<file path="src/design/assert_macros.svh">
// Assertion macros used by the frame receiver top level.
`ifndef ASSERT_MACROS_SVH
`define ASSERT_MACROS_SVH

// Check that cons holds in the same cycle as ante.
`define ASSERT_SAME_CYCLE(label, clk, rst, ante, cons) \
  label: assert property (@(posedge clk) disable iff (rst) (ante) |-> (cons)) \
    else $error("same-cycle check failed");

// Check that cons holds in the cycle after ante.
`define ASSERT_NEXT_CYCLE(label, clk, rst, ante, cons) \
  label: assert property (@(posedge clk) disable iff (rst) (ante) |=> (cons)) \
    else $error("next-cycle check failed");

`endif

</file>
<file path="src/design/slfr_pkg.sv">
// Types and constants of the sync-byte length-prefixed frame receiver.
package slfr_pkg;

  typedef enum logic [1:0] {
    PH_HUNT,
    PH_HEADER,
    PH_PAYLOAD
  } phase_t;

  // Item kinds on the input channel
  localparam logic OP_BYTE = 1'b0;
  localparam logic OP_TICK = 1'b1;

  // Configuration register indexes
  localparam logic REG_SYNC_VALUE = 1'b0;
  localparam logic REG_IDLE_LIMIT = 1'b1;

  localparam logic [7:0]  SYNC_RESET       = 8'hA5;
  localparam logic [19:0] IDLE_LIMIT_RESET = 20'd40000;
  localparam logic [19:0] IDLE_MAX         = 20'hFFFFF;

  // Header layout: sync byte, one spare byte, length low, length high
  localparam logic [16:0] HEADER_BYTES = 17'd4;
  localparam logic [16:0] LEN_LOW_POS  = 17'd2;
  localparam logic [16:0] LEN_HIGH_POS = 17'd3;

endpackage

</file>
<file path="src/design/sync_length_frame_receiver.sv">
// Top level of the sync-byte length-prefixed frame receiver.
//
// Frame receiver for a byte stream: each input transfer carries either a received byte
// or one time tick, and each produces exactly one result transfer. A frame opens with a
// byte equal to sync_value; bytes 2 and 3 give the little-endian payload length, and the
// frame closes after that many bytes beyond the four-byte header (a zero length closes
// it at the fourth byte). Every byte is echoed with its position in the frame; the
// closing byte also carries frame_done and the total frame length. A wrong first byte
// is echoed with sync_reject and the search goes on. Ticks count idle time after the
// last byte of a partial frame; reaching idle_limit reports timeout_abort and drops the
// frame. The frame state updates and the result register loads on the same edge that
// accepts the item, so with out_ready held high one item is taken every cycle, and a
// waiting result does not block the next transfer once out_ready takes it. Write
// configuration only while no result is outstanding.
module sync_length_frame_receiver (
  input  logic        clk,
  input  logic        rst,
  // configuration write port
  input  logic        cfg_wen,
  input  logic        cfg_addr,
  input  logic [19:0] cfg_data,
  // input channel
  input  logic        in_valid,
  output logic        in_ready,
  input  logic        opcode,
  input  logic [7:0]  data_byte,
  // result channel
  output logic        out_valid,
  input  logic        out_ready,
  output logic        byte_valid,
  output logic [7:0]  byte_out,
  output logic [16:0] byte_position,
  output logic        frame_done,
  output logic [16:0] frame_length,
  output logic        sync_reject,
  output logic        timeout_abort
);

  import slfr_pkg::*;

  `include "assert_macros.svh"

  // Configuration registers
  logic [7:0]  sync_value;
  logic [19:0] idle_limit;

  // Frame state
  phase_t      phase, phase_next;
  logic [16:0] byte_count, byte_count_next;
  logic [7:0]  length_low, length_low_next;
  logic [15:0] payload_length, payload_length_next;
  logic        awaiting_bytes, awaiting_bytes_next;
  logic [19:0] idle_ticks, idle_ticks_next;

  // Result fields computed for the transfer being accepted
  logic        res_byte_valid;
  logic [16:0] res_frame_length;
  logic        res_frame_done;
  logic        res_sync_reject;
  logic        res_timeout;

  logic        in_fire;
  logic        clear_frame;
  logic [16:0] count_inc;
  logic [16:0] frame_end;
  logic [19:0] idle_inc;

  // Accept whenever the result register is empty or is being emptied this cycle.
  assign in_ready  = !out_valid || out_ready;
  assign in_fire   = in_valid && in_ready;

  assign count_inc = byte_count + 17'd1;
  assign frame_end = {1'b0, payload_length} + HEADER_BYTES;
  // Saturate the idle count at its maximum.
  assign idle_inc  = (idle_ticks != IDLE_MAX) ? idle_ticks + 20'd1 : idle_ticks;

  // Configuration writes
  always_ff @(posedge clk) begin
    if (rst) begin
      sync_value <= SYNC_RESET;
      idle_limit <= IDLE_LIMIT_RESET;
    end else if (cfg_wen) begin
      unique case (cfg_addr)
        REG_SYNC_VALUE: sync_value <= cfg_data[7:0];
        REG_IDLE_LIMIT: idle_limit <= cfg_data;
        default:        sync_value <= sync_value;
      endcase
    end
  end

  // Next frame state and the result of the accepted transfer
  always_comb begin
    phase_next          = phase;
    byte_count_next     = byte_count;
    length_low_next     = length_low;
    payload_length_next = payload_length;
    awaiting_bytes_next = awaiting_bytes;
    idle_ticks_next     = idle_ticks;
    res_byte_valid      = 1'b0;
    res_frame_done      = 1'b0;
    res_frame_length    = '0;
    res_sync_reject     = 1'b0;
    res_timeout         = 1'b0;
    clear_frame         = 1'b0;

    if (in_fire) begin
      if (opcode == OP_TICK) begin
        // Count idle time only while a frame is partial.
        if (awaiting_bytes) begin
          idle_ticks_next = idle_inc;
          if (idle_inc >= idle_limit) begin
            res_timeout = 1'b1;
            clear_frame = 1'b1;
          end
        end
      end else begin
        res_byte_valid      = 1'b1;
        idle_ticks_next     = '0;
        awaiting_bytes_next = 1'b1;
        byte_count_next     = count_inc;
        unique case (phase)
          PH_HUNT: begin
            if (data_byte != sync_value) begin
              res_sync_reject = 1'b1;
              clear_frame     = 1'b1;
            end else begin
              phase_next = PH_HEADER;
            end
          end
          PH_HEADER: begin
            if (byte_count == LEN_LOW_POS) begin
              length_low_next = data_byte;
            end else if (byte_count == LEN_HIGH_POS) begin
              payload_length_next = {data_byte, length_low};
              phase_next          = PH_PAYLOAD;
              // Empty payload: the header byte closes the frame.
              if ({data_byte, length_low} == 16'd0) begin
                res_frame_done   = 1'b1;
                res_frame_length = HEADER_BYTES;
                clear_frame      = 1'b1;
              end
            end
          end
          default: begin
            if (count_inc >= frame_end) begin
              res_frame_done   = 1'b1;
              res_frame_length = count_inc;
              clear_frame      = 1'b1;
            end
          end
        endcase
      end
    end

    // Drop every piece of frame state on completion, rejection or abort.
    if (clear_frame) begin
      phase_next          = PH_HUNT;
      byte_count_next     = '0;
      length_low_next     = '0;
      payload_length_next = '0;
      awaiting_bytes_next = 1'b0;
      idle_ticks_next     = '0;
    end
  end

  // Frame state register
  always_ff @(posedge clk) begin
    if (rst) begin
      phase          <= PH_HUNT;
      byte_count     <= '0;
      length_low     <= '0;
      payload_length <= '0;
      awaiting_bytes <= 1'b0;
      idle_ticks     <= '0;
    end else begin
      phase          <= phase_next;
      byte_count     <= byte_count_next;
      length_low     <= length_low_next;
      payload_length <= payload_length_next;
      awaiting_bytes <= awaiting_bytes_next;
      idle_ticks     <= idle_ticks_next;
    end
  end

  // Result register: valid flag under reset, payload loads on each accepted transfer.
  always_ff @(posedge clk) begin
    if (rst) begin
      out_valid <= 1'b0;
    end else if (in_fire) begin
      out_valid <= 1'b1;
    end else if (out_ready) begin
      out_valid <= 1'b0;
    end
  end

  always_ff @(posedge clk) begin
    if (in_fire) begin
      byte_valid    <= res_byte_valid;
      byte_out      <= res_byte_valid ? data_byte : 8'd0;
      byte_position <= res_byte_valid ? byte_count : 17'd0;
      frame_done    <= res_frame_done;
      frame_length  <= res_frame_length;
      sync_reject   <= res_sync_reject;
      timeout_abort <= res_timeout;
    end
  end

  // Hunting always starts from a zero count, and a partial frame is always awaiting bytes.
  `ASSERT_SAME_CYCLE(a_hunt_count_zero, clk, rst, phase == PH_HUNT, byte_count == 17'd0)
  `ASSERT_SAME_CYCLE(a_partial_awaits, clk, rst, phase != PH_HUNT, awaiting_bytes)
  // A result reports at most one frame event, and a timeout never echoes a byte.
  `ASSERT_SAME_CYCLE(a_one_event, clk, rst, out_valid,
                     $countones({frame_done, sync_reject, timeout_abort}) <= 1)
  `ASSERT_SAME_CYCLE(a_timeout_no_byte, clk, rst, out_valid && timeout_abort, !byte_valid)
  // The closing byte sits at the last position of the frame.
  `ASSERT_SAME_CYCLE(a_done_length, clk, rst, out_valid && frame_done,
                     frame_length == byte_position + 17'd1)
  // An abort leaves the receiver hunting with nothing pending.
  `ASSERT_NEXT_CYCLE(a_abort_clears, clk, rst, in_fire && res_timeout,
                     phase == PH_HUNT && !awaiting_bytes)

endmodule
</file>
<file path="config.mk">
export PLATFORM = sky130hd
export DESIGN_NAME = sync_length_frame_receiver
export DESIGN_NICKNAME = d
export VERILOG_FILES = /design/src/design/slfr_pkg.sv /design/src/design/sync_length_frame_receiver.sv
export VERILOG_INCLUDE_DIRS = /design/src /design/src/design
export SDC_FILE = /design/constraint.sdc
export NUM_CORES = 1
export LEC_CHECK = 0
export ABC_AREA = 1
export BUFFER_PORTS_ARGS = -buffer_cell sky130_fd_sc_hd__buf_4
export CELL_PAD_IN_SITES_DETAIL_PLACEMENT = 2
export CELL_PAD_IN_SITES_GLOBAL_PLACEMENT = 2
export CORE_UTILIZATION = 35
export CTS_BUF_LIST = sky130_fd_sc_hd__clkbuf_16
export CTS_CLUSTER_SIZE = 20
export DETAILED_ROUTE_END_ITERATION = 10
export GPL_TIMING_DRIVEN = 0
export PLACE_DENSITY = 0.85
export SYNTH_ARGS = -nofsm -noshare
export SYNTH_HDL_FRONTEND = slang
export SYNTH_SLANG_ARGS = --single-unit
</file>
<file path="constraint.sdc">
create_clock -name clk -period 5.8 [get_ports clk]
set_input_delay 0.58 -clock clk [delete_from_list [all_inputs] [get_ports clk]]
set_output_delay 0.58 -clock clk [all_outputs]
set_load 0.1 [all_outputs]
</file>
Word-level counts from Yosys, hierarchy flattened
Cells that the tools add are included.

storage, ports and cells
  bits in registers = 139
  latch bits = 0
  memory bits (writable) = 0
  bits in read-only memories = 0
  input port bits = 35
  output and inout bits = 48
  word-level logic and storage cells = 77
  memories = 0

operators by class
  $add $sub $neg = 3
  multiply operators = 0
  div/mod/pow operators = 0
  $lt $le $gt $ge = 2
  equality and inequality tests = 9
  shift-type cells = 0
  mux-type cells = 27
  bitwise gates (word level) = 4
  reductions and logical operators = 16

operators by type and width
  operator               number
  $mux 20                3
  $eq 17x2->1 const B    2
  $pmux 17 s2            1
  $add 20x1->20 const B  1
  $ge 20x20->1           1
  $ne 20x20->1 const B   1
  $add 16x3->17 const B  1
  $add 17x1->17 const B  1
  $ge 17x17->1           1
  $mux 17                1
  $logic_not 16->1       1
  $mux 1                 13
  $mux 3                 3
  $ne 8x8->1             1
  $reduce_and 2->1       4
  $mux 2                 3
  $ne 2x2->1 const B     3
  $reduce_and 6->1       1
  $reduce_and 5->1       1
  $not 1->1              4
  $pmux 1 s2             2
  $pmux 2 s2             1
  $reduce_and 4->1       1
  $reduce_bool 2->1      2
  other kinds (7)        8

Logic depth before layout (Yosys ltp)
  depth after elaboration = 8
  gate-level depth with buffers = 23
  gate-level depth less buffers = 21

Least setup slack after synthesis
No wires, ideal clock.

  path kind = reg-to-reg
  from = reg out_valid
  to = reg idle_ticks[11]
  library setup time = 0.062 ns
  arrival time = 3.717 ns
  data required time = 5.738 ns
  setup slack = 2.021 ns
  stages on the path, launching flop included = 8
  path buffers = 1
  clock period less this slack = 3.779 ns
  cell sequence = dfxtp_1 -> nand2_1 -> nand2_1 -> inv_1 -> o21ai_2 -> clkbuf_1 -> a22oi_1 -> nor2_2

on the way
  cells in the longest elaborated chain, start to end = 5
  elaborated cells on any way between the ends = 6
  classes of those cells = mux (1); reduce/logical (5)

RTL lines
  what                       line                               source
  from (decl)                sync_length_frame_receiver.sv:28   output logic out_valid,
  from (signal assigned)     sync_length_frame_receiver.sv:188  out_valid <= 1'b0;
  from (signal assigned)     sync_length_frame_receiver.sv:190  out_valid <= 1'b1;
  from (signal assigned)     sync_length_frame_receiver.sv:192  out_valid <= 1'b0;
  $logic_not 1->1 (*)        sync_length_frame_receiver.sv:69   assign in_ready = !out_valid || out_ready;
  $logic_or 1x1->1 (*)       sync_length_frame_receiver.sv:69
  named net in_ready         sync_length_frame_receiver.sv:24   output logic in_ready,
  $logic_and 1x1->1 (*)      sync_length_frame_receiver.sv:70   assign in_fire = in_valid && in_ready;
  named net in_fire          sync_length_frame_receiver.sv:62   logic in_fire;
  $mux 1                     sync_length_frame_receiver.sv:106  if (in_fire) begin
  $reduce_or 2->1 (no line)  --
  to (signal assigned)       sync_length_frame_receiver.sv:181  idle_ticks <= idle_ticks_next;
  to (decl)                  sync_length_frame_receiver.sv:53   logic [19:0] idle_ticks, idle_ticks_next;

The timed path passes the listed nets; every way through them passes the cells marked *.
A chain may end at the register's enable or synchronous reset.

Worst setup path after layout
  from = reg byte_count[0]
  to = reg idle_ticks[7]

on the way
  cells in the longest elaborated chain, start to end = 7
  elaborated cells on any way between the ends = 11
  classes of those cells = add/sub (1); order compare (1); eq/ne (2); mux (6); reduce/logical (1)

RTL lines
  what                       line                               source
  from (decl)                sync_length_frame_receiver.sv:49   logic [16:0] byte_count, byte_count_next;
  from (signal assigned)     sync_length_frame_receiver.sv:177  byte_count <= byte_count_next;
  $add 17x1->17              sync_length_frame_receiver.sv:72   assign count_inc = byte_count + 17'd1;
  named net count_inc[16]    sync_length_frame_receiver.sv:64   logic [16:0] count_inc;
  $ge 17x17->1               sync_length_frame_receiver.sv:145  if (count_inc >= frame_end) begin
  $mux 1                     sync_length_frame_receiver.sv:145
  $pmux 1 s2                 sync_length_frame_receiver.sv:121  unique case (phase)
  $mux 1                     sync_length_frame_receiver.sv:107  if (opcode == OP_TICK) begin
  $mux 1                     sync_length_frame_receiver.sv:106
  $reduce_or 2->1 (no line)  --

The timed path passes the listed nets, and every way through them passes these cells.

==> out/qor.yml <==
floorplanning:
  die_h_um: 152
  initial_core_util_pct: 35.9
  coreArea_sq_um: 22000
  dieArea_sq_um: 23200
  io_pins: 83
  die_w_um: 152
  rows: 54
synthesis:
  yosysTopAreaCell: "dfxtp_1"
  ys_ff_latch: 139
  syn_inst: 1023
  ys_seq_area_share_pct: 41.0
  synth_warnings: 0
  synth-edff-count: 46
  synth_top_area_share_pct: 23.5
  synthTopCellsByArea: "dfxtp_1 (24%), edfxtp_1 (17%), nand2_1 (8.6%)"
  ys_types: 46
  syn_nets: 1099
  syn_avg_cell_area_sq_um: 7.74
  synthFlopType: "dfxtp_1"
  syn_area_sq_um: 7920
  async_reset_ff_share_pct: 0
power:
  intPower_mw: 1.81
  sw_frac_of_total_pct: 29.6
  peakVddDrop_v: 0.000183
  cellPowerDensity_nw_per_um2: 272
  comb_power_share_pct: 16.0
  seq_power_share_pct: 41.4
  power.switching_uw: 761
  finalPower_mw: 2.57
  p_leak_nw: 4.10
  p_clk_share_pct: 42.6
cts:
  clk_pin_slew_ns: 0.06
  clk_latency_ns: 0.43
  cts_tree: "yes"
  cts_hold_buf: 0
  numCtsBuffers: 17
  clockBufferDepth: 2
  root_buffer: "clkbuf_16"
  ctsResizeCount: 0
  htreeDepth: 4
  cts.sinks: 139
  postCtsSetupBuffers: 0
critical_path:
  crit_chain: "ha_1 > nand3_1 > nor2_1 > nand4_1 > nor3_1 > xor2_1 > inv_1 > ha_1 > nand2_1 > nor2_1 > nand2_1 > nor2_1 > nor2_1 > nand3_1 > nand2_2 > nand3_2 > nand2_4 > nand2_8 > buf_12 > nor2_2"
  cp_slowest_cell: "dfxtp_1"
  cp_max_fo: 10
  start_kind: "flop"
  worst_ep_arrival_time_ns: 4.42
  worstPathBufferInverterCount: 2
  endpoint_kind: "flop"
  path_class: "flop to flop"
  slowest_delay_ns: 0.49
  cp_top_family: "simple AND/OR/NAND/NOR gates"
  cp_common_cell: "nor2_1"
  critPathRequiredTime_ns: 6.11
placement:
  place_inst: 1386
  dp_slack_ns: 1.71
  gp_congestion: 0.891
  io_buffer_count: 82
  hpwl_mm: 20.8
layout:
  final_cells: 1417
  drive_gt1_share_pct: 19.0
  nNetsFinal: 1201
  syn_to_final_growth_pct: 19.6
  diodes: 0
  num-fill-cells: 2575
  fin_util_pct: 43.0
timing:
  min_period_over_period_pct: 70.9
  relSlewSlack_pct: 58.6
  min_period_ns: 4.11
  maxSlewViolCount: 0
  setup_violations: 0
  fmaxAchievable_ghz: 0.243
  rsz0062_at_grt: "false"
  skew_ns: 0.0100
  worst_pin_slew_ns: 0.621
  finalHoldViolCount: 0
  setup_tns_ns: 0
  finalWorstSetupSlack_ns: 1.69
hold_path:
  hold_class: "input pin to flop"
detailed_routing:
  routed_wl_mm: 27.4
  viasPerCell: 5.04
  firstDrtPassIters: 7
  drc: 9
  drtIter0Drc: 229
  ant_nets: 0
  routedWlPerCell_um: 19.3
  vias: 7144
global_route:
  first_global_vias: 7974
  grt_pass1_wl_mm: 43.6
  antenna_found_initial: 0
  grt_max_degree: 40
  globalRouteOverflowTotal: 0
  grt_use_total_pct: 24.5
outcome:
  violations: "DRC"
  status: "finished with violations"
run:
  cap_violations: 0
[synthesized netlist by cell type, types with 2 or more instances]
cell,n
nor3_2,4
buf_6,6
buf_2,4
a22oi_1,13
a21o_1,2
nand2_1,182
nor4_1,4
a21boi_1,2
clkbuf_1,12
a21boi_0,3
edfxtp_1,46
o21ai_0,45
nand4_1,15
inv_1,148
o21ai_2,9
nor3_1,9
xor2_1,31
or2_2,3
nor2_4,2
nand2_2,3
buf_12,5
nand3_2,5
inv_2,5
xnor2_1,10
nand3_1,35
ha_1,41
dfxtp_1,93
nor2_2,56
nor2_1,180
a21oi_1,29
o211ai_1,6
[power groups by stage]
stage	combinational, mW	sequential [mW]	clock (mW)
2_1_floorplan	0.164	1.20	0
3_3_place_gp	0.390	1.08	0
3_5_place_dp	0.407	1.09	0
4_1_cts	0.416	1.07	1.11
5_1_grt	0.440	1.07	1.14
6_report	0.412	1.07	1.09
[per-layer routing]
layer | GRT usage [%] | share of wire [%] | vias up
met5 | 0 | 0 | -
li1 | - | - | 3450
met2 | 48.0 | 55 | 117
met1 | 25.6 | 39 | 3534
met4 | 10.9 | 3.3 | 0
met3 | 3.58 | 2.2 | 43
[kinds of logic after synthesis]
logic type / after synthesis / synth area share, %
adder cells (fa/ha/maj): 41 / 6.48
AO/OA/AOI/OAI: 113 / 8.50
flip-flops: 139 / 41.0
XOR/XNOR: 41 / 4.54
buffers and inverters: 183 / 10.5
AND/OR/NAND/NOR: 506 / 29.0
[per-stage QoR]
step / area (sq um) / hold WS, ns
after floorplan: 7920 / 0.435
after global placement: 8880 / 0.450
after detailed placement: 8900 / 0.461
after CTS: 9470 / 0.296
after global routing: 9470 / 0.312
final: 9470 / 0.306
[layout by cell type (no fill, tap or decap), types with 9 or more instances in the layout]
master and n:
xnor2_1 10, ha_1 41, nor2_2 56, nor2_1 180, nand3_1 35, nand4_1 15
buf_4 82, clkbuf_16 17, edfxtp_1 46, clkbuf_1 12, xor2_1 31, o21ai_0 45
dfxtp_1 93, nor3_1 9, inv_1 152, o21ai_2 9, nand2_1 182, a21oi_1 29
a22oi_1 13
[state kept, by name, summed over array words and instances (netlist names)]
name            count
idle_limit         20
sync_value          8
phase               2
out_valid           1
byte_valid          1
payload_length     16
byte_position      17
idle_ticks         20
awaiting_bytes      1
frame_done          1
timeout_abort       1
byte_count         17
sync_reject         1
length_low          8
frame_length       17
byte_out            8
[worst paths after layout]
path | start | end | slack (ns) | depth (start not counted)
min | rst | out_valid$_SDFFE_PP0P_ | 0.31 | 2
max | byte_count[0]$_SDFFE_PP0P_ | idle_ticks[7]$_SDFFE_PP0P_ | 1.69 | 20
max reg2reg | byte_count[0]$_SDFFE_PP0P_ | idle_ticks[7]$_SDFFE_PP0P_ | 1.69 | 20
min reg2reg | idle_limit[9]$_SDFFE_PP0P_ | idle_limit[9]$_SDFFE_PP0P_ | 0.47 | 2
[area by class of cell]
cell class	instances	area, sq um	area share, %
buffer	29	251	2.66
clock buffer	17	425	4.49
clock inverter	14	141	1.49
inverter	154	578	6.10
multi-input combinational	701	3840	40.6
sequential	139	3240	34.2
tap	280	350	3.70
timing repair buffer	83	636	6.71
No activity file was read; power rests on OpenSTA's default activity.
